<file path="config.mk">
export PLATFORM = sky130hd
export DESIGN_NAME = one_shot_reply_window_timer
export DESIGN_NICKNAME = d
export VERILOG_FILES = /design/src/rtl/osrw_pkg.sv /design/src/rtl/osrw_step.sv /design/src/rtl/one_shot_reply_window_timer.sv
export VERILOG_INCLUDE_DIRS = /design/src /design/src/rtl
export SDC_FILE = /design/constraint.sdc
export NUM_CORES = 1
export LEC_CHECK = 0
export BUFFER_PORTS_ARGS = -buffer_cell sky130_fd_sc_hd__buf_2
export CORE_MARGIN = 4
export CORE_UTILIZATION = 51
export CTS_BUF_LIST = sky130_fd_sc_hd__clkbuf_4 sky130_fd_sc_hd__clkbuf_8
export DETAILED_ROUTE_END_ITERATION = 10
export PLACE_DENSITY = 0.73
export SLEW_MARGIN = 15
export SYNTH_ARGS = -nofsm -noshare
export SYNTH_HDL_FRONTEND = slang
export SYNTH_SLANG_ARGS = --single-unit
</file>
<file path="constraint.sdc">
create_clock -name clk_i -period 6.6 [get_ports clk_i]
set_clock_uncertainty 0.1 [all_clocks]
set_input_delay 1.98 -clock clk_i [delete_from_list [all_inputs] [get_ports clk_i]]
set_output_delay 1.98 -clock clk_i [all_outputs]
set_load 0.01 [all_outputs]
</file>
<file path="src/rtl/assert_macros.svh">
// Assertion macros shared by the timer RTL.
// Every macro samples on clk_i and is disabled while rst_ni is low.
`ifndef ASSERT_MACROS_SVH
`define ASSERT_MACROS_SVH

// Property checked on every rising clock edge out of reset.
`define ASSERT_CLK(label, prop, msg) \
  label: assert property (@(posedge clk_i) disable iff (!rst_ni) (prop)) \
    else $error(msg);

// Implication checked on every rising clock edge out of reset.
`define ASSERT_IMPL(label, ante, cons, msg) \
  label: assert property (@(posedge clk_i) disable iff (!rst_ni) (ante) |-> (cons)) \
    else $error(msg);

`endif

</file>
<file path="src/rtl/osrw_pkg.sv">
// Shared types, codes and constants for the reply window timer.
// Used by osrw_step and one_shot_reply_window_timer; depends on nothing.
`default_nettype none

package osrw_pkg;

  // Operation codes carried in the input word's user field.
  typedef enum logic [2:0] {
    OP_QUERY    = 3'd0,
    OP_SCHEDULE = 3'd1,
    OP_START    = 3'd2,
    OP_EXPIRE   = 3'd3,
    OP_CANCEL   = 3'd4
  } op_e;

  // Configuration register indexes.
  localparam int unsigned CfgAddrWidth = 2;
  localparam logic [CfgAddrWidth-1:0] REG_MAX_OPEN_DELAY = 2'd0;
  localparam logic [CfgAddrWidth-1:0] REG_MIN_WINDOW     = 2'd1;
  localparam logic [CfgAddrWidth-1:0] REG_MAX_WINDOW     = 2'd2;

  // Register reset values, milliseconds.
  localparam logic [31:0] MaxOpenDelayReset = 32'd2000;
  localparam logic [31:0] MinWindowReset    = 32'd1000;
  localparam logic [31:0] MaxWindowReset    = 32'd30000;

  // Packed word widths.
  localparam int unsigned InDataWidth  = 128;
  localparam int unsigned InUserWidth  = 3;
  localparam int unsigned OutDataWidth = 200;

  typedef struct packed {
    logic [31:0] max_open_delay;
    logic [31:0] min_window;
    logic [31:0] max_window;
  } osrw_cfg_t;

  // Slot and counter state.
  typedef struct packed {
    logic        armed;
    logic [31:0] slot_tag;
    logic [31:0] opens_at;
    logic [31:0] expires_at;
    logic [31:0] request_cnt;
    logic [31:0] reject_cnt;
    logic [31:0] start_cnt;
    logic [31:0] expire_cnt;
    logic [31:0] cancel_cnt;
  } osrw_state_t;

  // One result word before packing.
  typedef struct packed {
    logic        ok;
    logic        is_due;
    logic        is_expired;
    logic        is_pending;
    logic [31:0] held_tag;
    logic [31:0] request_count;
    logic [31:0] reject_count;
    logic [31:0] start_count;
    logic [31:0] expire_count;
    logic [31:0] cancel_count;
  } osrw_result_t;

  // A time t is reached when the wrapping difference now - t is not negative.
  function automatic logic reached(logic [31:0] now, logic [31:0] t);
    logic [31:0] diff;
    diff = now - t;
    return ~diff[31];
  endfunction

endpackage

`default_nettype wire

</file>
<file path="src/rtl/osrw_step.sv">
// Combinational step of the reply window timer: next slot state and result word.
// Depends on osrw_pkg.
`default_nettype none

module osrw_step (
  input  wire logic [2:0]           op_i,
  input  wire logic [31:0]          now_ms_i,
  input  wire logic [31:0]          tag_i,
  input  wire logic [31:0]          open_after_i,
  input  wire logic [31:0]          window_len_i,
  input  wire osrw_pkg::osrw_cfg_t   cfg_i,
  input  wire osrw_pkg::osrw_state_t state_i,
  output osrw_pkg::osrw_state_t      state_o,
  output osrw_pkg::osrw_result_t     result_o
);

  logic        exp_old;
  logic        due_old;
  logic        sched_bad;
  logic [31:0] opens_new;
  logic [31:0] win_end;
  logic [31:0] neg_open;
  logic [31:0] neg_end;
  logic        exp_new;
  logic        due_new;
  logic        ok;
  logic        due_after;
  logic        exp_after;
  osrw_pkg::osrw_state_t st_d;

  // Window status of the current slot at this word's time.
  assign exp_old = state_i.armed && osrw_pkg::reached(now_ms_i, state_i.expires_at);
  assign due_old = state_i.armed && osrw_pkg::reached(now_ms_i, state_i.opens_at) && !exp_old;

  // Schedule checks and the new window. The wrapping differences now - opens_at
  // and now - expires_at of the new window are -open_after and -(open_after + window_len).
  assign sched_bad = state_i.armed || (tag_i == 32'd0) ||
                     (open_after_i > cfg_i.max_open_delay) ||
                     (window_len_i < cfg_i.min_window) ||
                     (window_len_i > cfg_i.max_window);
  assign opens_new = now_ms_i + open_after_i;
  assign win_end   = open_after_i + window_len_i;
  assign neg_open  = 32'd0 - open_after_i;
  assign neg_end   = 32'd0 - win_end;
  assign exp_new   = ~neg_end[31];
  assign due_new   = ~neg_open[31] && !exp_new;

  // Apply the operation.
  always_comb begin
    st_d      = state_i;
    ok        = 1'b0;
    due_after = due_old;
    exp_after = exp_old;
    case (osrw_pkg::op_e'(op_i))
      osrw_pkg::OP_SCHEDULE: begin
        st_d.request_cnt = state_i.request_cnt + 32'd1;
        if (sched_bad) begin
          st_d.reject_cnt = state_i.reject_cnt + 32'd1;
        end else begin
          st_d.armed      = 1'b1;
          st_d.slot_tag   = tag_i;
          st_d.opens_at   = opens_new;
          st_d.expires_at = opens_new + window_len_i;
          ok              = 1'b1;
          due_after       = due_new;
          exp_after       = exp_new;
        end
      end
      osrw_pkg::OP_START: begin
        if (due_old) begin
          st_d.start_cnt  = state_i.start_cnt + 32'd1;
          st_d.armed      = 1'b0;
          st_d.slot_tag   = 32'd0;
          st_d.opens_at   = 32'd0;
          st_d.expires_at = 32'd0;
          ok              = 1'b1;
          due_after       = 1'b0;
          exp_after       = 1'b0;
        end
      end
      osrw_pkg::OP_EXPIRE: begin
        if (exp_old) begin
          st_d.expire_cnt = state_i.expire_cnt + 32'd1;
          st_d.armed      = 1'b0;
          st_d.slot_tag   = 32'd0;
          st_d.opens_at   = 32'd0;
          st_d.expires_at = 32'd0;
          ok              = 1'b1;
          due_after       = 1'b0;
          exp_after       = 1'b0;
        end
      end
      osrw_pkg::OP_CANCEL: begin
        if (state_i.armed) begin
          st_d.cancel_cnt = state_i.cancel_cnt + 32'd1;
        end
        st_d.armed      = 1'b0;
        st_d.slot_tag   = 32'd0;
        st_d.opens_at   = 32'd0;
        st_d.expires_at = 32'd0;
        due_after       = 1'b0;
        exp_after       = 1'b0;
      end
      default: begin
        // Query and unused codes leave everything as it is.
      end
    endcase
  end

  assign state_o = st_d;

  // Result word reflects the state after the step.
  assign result_o.ok            = ok;
  assign result_o.is_due        = due_after;
  assign result_o.is_expired    = exp_after;
  assign result_o.is_pending    = st_d.armed;
  assign result_o.held_tag      = st_d.slot_tag;
  assign result_o.request_count = st_d.request_cnt;
  assign result_o.reject_count  = st_d.reject_cnt;
  assign result_o.start_count   = st_d.start_cnt;
  assign result_o.expire_count  = st_d.expire_cnt;
  assign result_o.cancel_count  = st_d.cancel_cnt;

endmodule

`default_nettype wire

</file>
<file path="src/rtl/one_shot_reply_window_timer.sv">
// One-shot reply window timer with a single slot. Each input word carries an
// operation (query, schedule, start, expire, cancel) and the current time; each
// gives exactly one result word with the slot flags and counters after the step.
// Words are registered on entry, stepped through one short combinational pass
// and captured in an output register, so a new word is taken every clock
// cycle when the output side is not stalled; its result word is presented
// from the output register once the step has been captured there.
// The slot state register is the only loop, closed once per word.
// Configuration registers may be written only while the block is idle.
// Depends on osrw_pkg, osrw_step and assert_macros.svh.
`default_nettype none

`include "assert_macros.svh"

module one_shot_reply_window_timer (
  input  wire logic                                  clk_i,
  input  wire logic                                  rst_ni,
  // Configuration write port.
  input  wire logic                                  cfg_we_i,
  input  wire logic [osrw_pkg::CfgAddrWidth-1:0]     cfg_addr_i,
  input  wire logic [31:0]                           cfg_wdata_i,
  // Input word stream.
  input  wire logic                                  s_axis_tvalid,
  output logic                                       s_axis_tready,
  // tdata: now_ms[31:0], tag[63:32], open_after[95:64], window_len[127:96]
  input  wire logic [osrw_pkg::InDataWidth-1:0]      s_axis_tdata,
  // tuser: operation[2:0]
  input  wire logic [osrw_pkg::InUserWidth-1:0]      s_axis_tuser,
  // Result word stream.
  output logic                                       m_axis_tvalid,
  input  wire logic                                  m_axis_tready,
  // tdata: ok[0], is_due[1], is_expired[2], is_pending[3], held_tag[35:4],
  // request_count[67:36], reject_count[99:68], start_count[131:100],
  // expire_count[163:132], cancel_count[195:164], zero fill[199:196]
  output logic [osrw_pkg::OutDataWidth-1:0]          m_axis_tdata
);

  osrw_pkg::osrw_cfg_t    cfg_q;
  osrw_pkg::osrw_state_t  state_q;
  osrw_pkg::osrw_state_t  state_d;
  osrw_pkg::osrw_result_t result_d;
  osrw_pkg::osrw_result_t result_q;

  logic                               in_valid_q;
  logic [osrw_pkg::InUserWidth-1:0]   in_op_q;
  logic [osrw_pkg::InDataWidth-1:0]   in_data_q;
  logic                               out_valid_q;
  logic                               out_free;
  logic                               advance;
  logic                               in_accept;

  // Handshake: the input register moves on when the output register is free.
  assign out_free      = !out_valid_q || m_axis_tready;
  assign advance       = in_valid_q && out_free;
  assign s_axis_tready = !in_valid_q || out_free;
  assign in_accept     = s_axis_tvalid && s_axis_tready;

  // Configuration registers; writes beyond the list are ignored.
  always_ff @(posedge clk_i or negedge rst_ni) begin
    if (!rst_ni) begin
      cfg_q.max_open_delay <= osrw_pkg::MaxOpenDelayReset;
      cfg_q.min_window     <= osrw_pkg::MinWindowReset;
      cfg_q.max_window     <= osrw_pkg::MaxWindowReset;
    end else if (cfg_we_i) begin
      case (cfg_addr_i)
        osrw_pkg::REG_MAX_OPEN_DELAY: cfg_q.max_open_delay <= cfg_wdata_i;
        osrw_pkg::REG_MIN_WINDOW:     cfg_q.min_window     <= cfg_wdata_i;
        osrw_pkg::REG_MAX_WINDOW:     cfg_q.max_window     <= cfg_wdata_i;
        default: begin
        end
      endcase
    end
  end

  // Input register.
  always_ff @(posedge clk_i or negedge rst_ni) begin
    if (!rst_ni) begin
      in_valid_q <= 1'b0;
    end else if (s_axis_tready) begin
      in_valid_q <= s_axis_tvalid;
    end
  end

  always_ff @(posedge clk_i) begin
    if (in_accept) begin
      in_op_q   <= s_axis_tuser;
      in_data_q <= s_axis_tdata;
    end
  end

  // Step logic.
  osrw_step u_step (
    .op_i         (in_op_q),
    .now_ms_i     (in_data_q[31:0]),
    .tag_i        (in_data_q[63:32]),
    .open_after_i (in_data_q[95:64]),
    .window_len_i (in_data_q[127:96]),
    .cfg_i        (cfg_q),
    .state_i      (state_q),
    .state_o      (state_d),
    .result_o     (result_d)
  );

  // Slot state advances once per word that moves to the output register.
  always_ff @(posedge clk_i or negedge rst_ni) begin
    if (!rst_ni) begin
      state_q <= '0;
    end else if (advance) begin
      state_q <= state_d;
    end
  end

  // Output register.
  always_ff @(posedge clk_i or negedge rst_ni) begin
    if (!rst_ni) begin
      out_valid_q <= 1'b0;
    end else if (out_free) begin
      out_valid_q <= in_valid_q;
    end
  end

  always_ff @(posedge clk_i) begin
    if (advance) begin
      result_q <= result_d;
    end
  end

  assign m_axis_tvalid = out_valid_q;
  assign m_axis_tdata  = {4'b0000,
                          result_q.cancel_count,
                          result_q.expire_count,
                          result_q.start_count,
                          result_q.reject_count,
                          result_q.request_count,
                          result_q.held_tag,
                          result_q.is_pending,
                          result_q.is_expired,
                          result_q.is_due,
                          result_q.ok};

  // An armed slot always holds a nonzero tag, and a free slot holds zero.
  `ASSERT_CLK(a_armed_tag, state_q.armed == (state_q.slot_tag != 32'd0), "armed/tag mismatch")
  // A result is never due and expired at once.
  `ASSERT_IMPL(a_due_xor_exp, m_axis_tvalid, !(result_q.is_due && result_q.is_expired), "due+exp")
  // Due or expired results only come from a pending slot.
  `ASSERT_IMPL(a_flag_pending,
               m_axis_tvalid && (result_q.is_due || result_q.is_expired),
               result_q.is_pending, "flag without pending slot")
  // Input is held off only while a word waits in the input register.
  `ASSERT_IMPL(a_ready_hold, !s_axis_tready, in_valid_q && out_valid_q, "ready low, no backlog")

endmodule

`default_nettype wire

</file>
* Word-level counts from Yosys, hierarchy flattened
Cells that the tools add are included.
** Word-level totals
- Register bits :: 682
- Input bits :: 170
- Word-level logic and storage cells :: 100
- Output and inout port bits :: 202
** Operators by class
- Add/sub/neg operators :: 12
- Bitwise logic cells :: 4
- Multiplexer cells :: 22
- Reduce and logical (&&, ||, !) cells :: 24
- $lt $le $gt $ge :: 3
- Equal/unequal tests :: 9
** Operators with widths (number)
- one-hot mux 97 bit (4 select lines) :: 1
- two-way mux 97 bit :: 3
- two-way mux 32 bit :: 7
- adder 32 x 1 -> 32 bit (second input constant) :: 5
- adder 32 bit :: 3
- > comparator 32 bit :: 2
- two-way mux 64 bit :: 1
- subtractor 1 x 32 -> 32 bit (first input constant) :: 2
- subtractor 32 bit :: 2
- logical NOT 32 bit :: 1
- less-than comparator 32 bit :: 1
- one-hot mux 1 bit (3 select lines) :: 3
- two-way mux 1 bit :: 7
- == test 3 x 2 -> 1 bit (second input constant) :: 2
- logical AND 1 bit :: 6
- logical OR 1 bit :: 6
- AND reduction 2 bit :: 3
- AND reduction 5 bit :: 1
- inequality test 2 x 1 -> 1 bit (second input constant) :: 2
- NOT 1 bit :: 4
- nonzero test 4 bit :: 1
- OR reduction 2 bit :: 2
- == test 3 x 1 -> 1 bit (second input constant) :: 1
- == test 3 bit (second input constant) :: 1
- other kinds (5) :: 7

* Depth between registers and ports, before layout
- Depth in word-level cells :: 7
- Mapped depth :: 23
- Mapped depth without buffers :: 23

* By module
Synthesis repeated with hierarchy kept, for this count alone.
** Second synthesis, totals
- Cells, all modules :: 3178
- Area total of the unflattened synthesis :: 38401.8 um2
** By module, submodules not included
- one_shot_reply_window_timer :: cells an instance 1087, instances 1, area each 24061.8 um2, sequential area each 18726.7 um2
- osrw_step :: cells an instance 2091, instances 1, area each 14340.0 um2, sequential area each 0.0 um2

* Worst setup path after synthesis
OpenSTA, ideal clock, no wires.
- Path type :: input to register
- From :: in m_axis_tready
- To :: reg result_q, in the netlist m_axis_tdata[0], enable pin
- Path slack :: -2.194 ns
- Library setup time :: 0.637 ns
- Buffers on the path :: 2
- Stages :: 5
- Data required time :: 5.863 ns
- Arrival time :: 8.057 ns
- Path through :: nand2b_1 nand2_1 clkinv_1 clkbuf_1 clkbuf_1
** On the way
- Longest elaborated chain between the ends :: 2
** RTL lines
- start, declared :: RTL line one_shot_reply_window_timer.sv:31 : input wire logic m_axis_tready,
- logical OR 1 bit :: RTL line one_shot_reply_window_timer.sv:53 : assign out_free = !out_valid_q || m_axis_tready;
- logical AND 1 bit :: RTL line one_shot_reply_window_timer.sv:54 : assign advance = in_valid_q && out_free;
- via advance :: RTL line one_shot_reply_window_timer.sv:49 : logic advance;
- end signal, assigned :: RTL line one_shot_reply_window_timer.sv:124 : result_q <= result_d;
- end, declared :: RTL line one_shot_reply_window_timer.sv:42 : osrw_pkg::osrw_result_t result_q;
The timed path passes the listed nets, and every way through them passes these cells.
A chain may end at the register's enable or synchronous reset.

* Worst setup path in the final report
- From :: reg in_data_q[70] in the netlist's numbering
- To :: reg state_q[184] in the netlist's numbering
** On the way
- Longest elaborated chain between the ends :: 6
- Elaborated cells between the ends (all ways) :: 10
- Classes of those cells :: add/sub (2); order compare (1); eq/ne (1); mux (2); reduce/logical (4)
** RTL lines
- start, declared :: RTL line one_shot_reply_window_timer.sv:46 : logic [osrw_pkg::InDataWidth-1:0] in_data_q;
- start signal, assigned :: RTL line one_shot_reply_window_timer.sv:87 : in_data_q <= s_axis_tdata;
- parallel branches: the longest is 6 deep, another holds adder 32 bit
- end signal, assigned :: RTL line one_shot_reply_window_timer.sv:109 : state_q <= state_d;
- end, declared :: RTL line one_shot_reply_window_timer.sv:39 : osrw_pkg::osrw_state_t state_q;
Parallel ways; which one is timed is not known. The select of a mux whose other input is x is not followed.

==> run summary <==
RSZ-0062 raised after global routing: no
Worst Setup End Kind: flip-flop
Critical-path top delay cell: o311ai_0
Die Height: 272 microns
outcome: complete, no violations
synthesized instance count: 3116
CP Data Arrival Time: 5.74 ns
Port Buffer Count: 367
First-pass DRT Iterations: 6
Syn-to-layout area delta: 15.1%
global-route wire length before repair: 132000 microns
Post-CTS Hold Buffers: 0
Worst slew margin: 26.0%
synthesized cell area: 35600 sq um
startpoint types: flip-flop
Starting Density: 51.7%
placement row count: 96
Worst Path Max Fanout: 7
full die area: 74000 sq um
setup TNS: 0 ns
Tot Pwr: 11.4 mW
CP max stage delay: 0.81 ns
Die W: 272 microns
Worst-path clk slew: 0.07 ns
EDFF count, synth: 327
total number of vias: 24700
Routed WL: 84200 microns
Final Hold Vio Count: 0
root buffer cell: clkbuf_8
Max Slew Vio Count: 0
PwrDens: 278 nW/um^2
CTS H-tree lvls: 3
worst vdd ir: 0.000225 V
measured slew at the worst slew-check pin: 1.10 ns
Residual DRC: 0
share of cells above drive strength 1: 20.4%
core footprint: 68800 sq um
initial antenna violation count: 4
FILL cells: 5629
vias per std cell: 5.41
worst path cell trace: ha_1 -> a2111oi_0 -> o21ai_0 -> nand2_1 -> and2_1 -> o21bai_1 -> a21oi_1 -> xnor2_1 -> ha_1 -> a21o_1 -> a21oi_1 -> o21ai_0 -> and2_1 -> o311ai_0 -> nand3_1 -> a31o_2 -> a21o_1 -> a311oi_1 -> o31ai_1
GRT Resource Usage Total: 22.3%
IO Count: 372
Hold Crit Class: reg -> reg
register bit total from synthesis: 682
Tmin final: 5.26 ns
sequential-to-total area share from yosys stat: 52.7%
P_leak: 18.9 nW
Iteration-0 DRC Markers: 1824
hpwl dp: 61800 microns
Avg Cell Area, Syn: 11.4 sq um
CTS Buf Count: 113
Setup CP Type: reg -> reg
fmax: 190 MHz
final period utilization: 79.7%
Synth Flop Type: dfrtp_1
CP Data Required Time: 7.09 ns
Layout Nets: 3981
CTS tree: done
Cell variety after synth: 89
Synth warnings: 0
Setup Fix Bufs, Post-CTS: 0
Skew-Pair Late Insertion Delay: 0.73 ns
Setup-failing EPs final: 0
Final ANT Viol Nets: 0
largest net degree at the start of global routing: 113
vias in the first global route: 24600
drt wl/cell: 18.5 microns
cts repair resizes: 0
RD Place Congestion: 0.887
Clock Sinks: 682
Overflow after GRT: 0
Max-Cap Viols: 0
clock buffer depth: 3
Post-synth ARST share: 52.1%
-- synthesized netlist by cell type, types with 57 or more instances --
cell,number,area share [%]
ha_1,284,10
dfrtp_1,336,24
inv_1,257,2.7
nor3_1,57,0.80
nor2_1,141,1.5
a21o_1,66,1.4
edfxtp_1,327,28
a21oi_1,101,1.4
nand2_1,301,3.2
mux2_2,71,2.2
nand4_1,67,1.2
xnor2_1,213,5.2
o21ai_0,94,1.3
xor2_1,149,3.7
a22o_1,75,1.8
nand3_1,115,1.6
-- final timing paths --
kind                            depth (start not counted)  slack [ns]           end     startpoint
worst max-delay path                                   19        1.34  state_q[184]  in_data_q[70]
worst min-delay path                                    2        0.36  state_q[206]   state_q[206]
worst max register to register                         19        1.34  state_q[184]  in_data_q[70]
worst min register to register                          2        0.36  state_q[206]   state_q[206]
max in group asynchronous                               2        4.20  state_q[229]         rst_ni
min in group asynchronous                               1        1.14  state_q[101]         rst_ni
-- cell families after synthesis --
family | count (synthesis) | share of synthesized area (%)
simple gates | 877 | 12.5
flops | 682 | 52.7
compound gates | 475 | 9.28
xor+xnor | 363 | 8.98
buf+inv | 355 | 4.03
fa+ha+maj | 286 | 10.1
mux | 77 | 2.42
other cells | 1 | 0.0105
-- cell type report --
cell class / instances / area [sq um] / area share (%)
multi-input combinational: 2082 / 15400 / 37.7
sequential: 682 / 18700 / 45.8
inverter: 258 / 976 / 2.38
timing repair buffer: 388 / 2050 / 5.02
clock inverter: 42 / 432 / 1.05
tap: 931 / 1160 / 2.85
clock buffer: 174 / 2120 / 5.18
antenna: 3 / 7.51 / 0.0183
-- layout by cell type (no fill, tap or decap), types with 11 or more instances in the layout --
master and n:
nor4_1 22, nor3_1 56, a22o_1 75, nand4_1 67, nor2_1 141, inv_1 257, o21a_1 13, and2_1 15
dfrtp_1 336, o21ai_0 94, clkbuf_8 130, edfxtp_1 327, a211oi_1 14, xnor2_1 213, clkbuf_4 44, xor2_1 149
mux2_2 71, ha_1 284, clkinv_1 11, o31ai_1 19, nand3_1 115, nand2_1 300, a21o_1 66, buf_4 17
nor2b_1 17, nand2b_1 19, buf_2 366, dfstp_2 19, clkinv_2 16, and4_1 15, a21oi_1 101, and3_1 53
-- critical path, delay by kind of cell, from the launching register on --
family                   cells  cell delay [ns]
AO/OA/AOI/OAI               12             2.92
flip-flops                   1             0.48
AND/OR/NAND/NOR              4             0.66
adder cells (fa/ha/maj)      2             0.75
XOR/XNOR                     1             0.18
-- flip-flops by register name (all words and copies together) (netlist names) --
| name | count |
|---|---|
| state_q | 257 |
| in_valid_q | 1 |
| cfg_q | 96 |
| m_axis_tvalid | 1 |
| m_axis_tdata | 196 |
| in_data_q | 128 |
| in_op_q | 3 |
-- power by group --
group          switching [mW]  internal, mW
Clock                    1.75          2.34
Sequential              0.255          4.91
Combinational            1.21         0.891
Total                    3.22          8.14
-- per-stage QoR --
| stage | setup slack (ns) | cell area [sq um] | instances | hold WS, ns | utilization [%] |
|---|---|---|---|---|---|
| finish | 1.34 | 40900 | 4560 | 0.362 | 59.5 |
| global route | 0.884 | 40900 | 4560 | 0.380 | 59.5 |
| CTS | 1.37 | 40900 | 4557 | 0.368 | 59.5 |
| detailed placement | 1.42 | 38400 | 4341 | 0.356 | 55.7 |
| global placement | 1.53 | 38400 | 4341 | 0.349 | 55.7 |
| floorplan | 0.785 | 35600 | 3119 | 0.331 | - |
-- metal layers --
metal / part of all wire [%] / routed length, microns / vias up / global-route usage, %
li1: - / - / 11900 / -
met1: 44 / 36900 / 11900 / 30.2
met2: 48 / 40000 / 728 / 37.1
met4: 2.9 / 2420 / 0 / 7.65
met3: 5.7 / 4800 / 139 / 3.35
met5: 0 / 0 / - / 0
No activity file was read; power rests on OpenSTA's default activity.
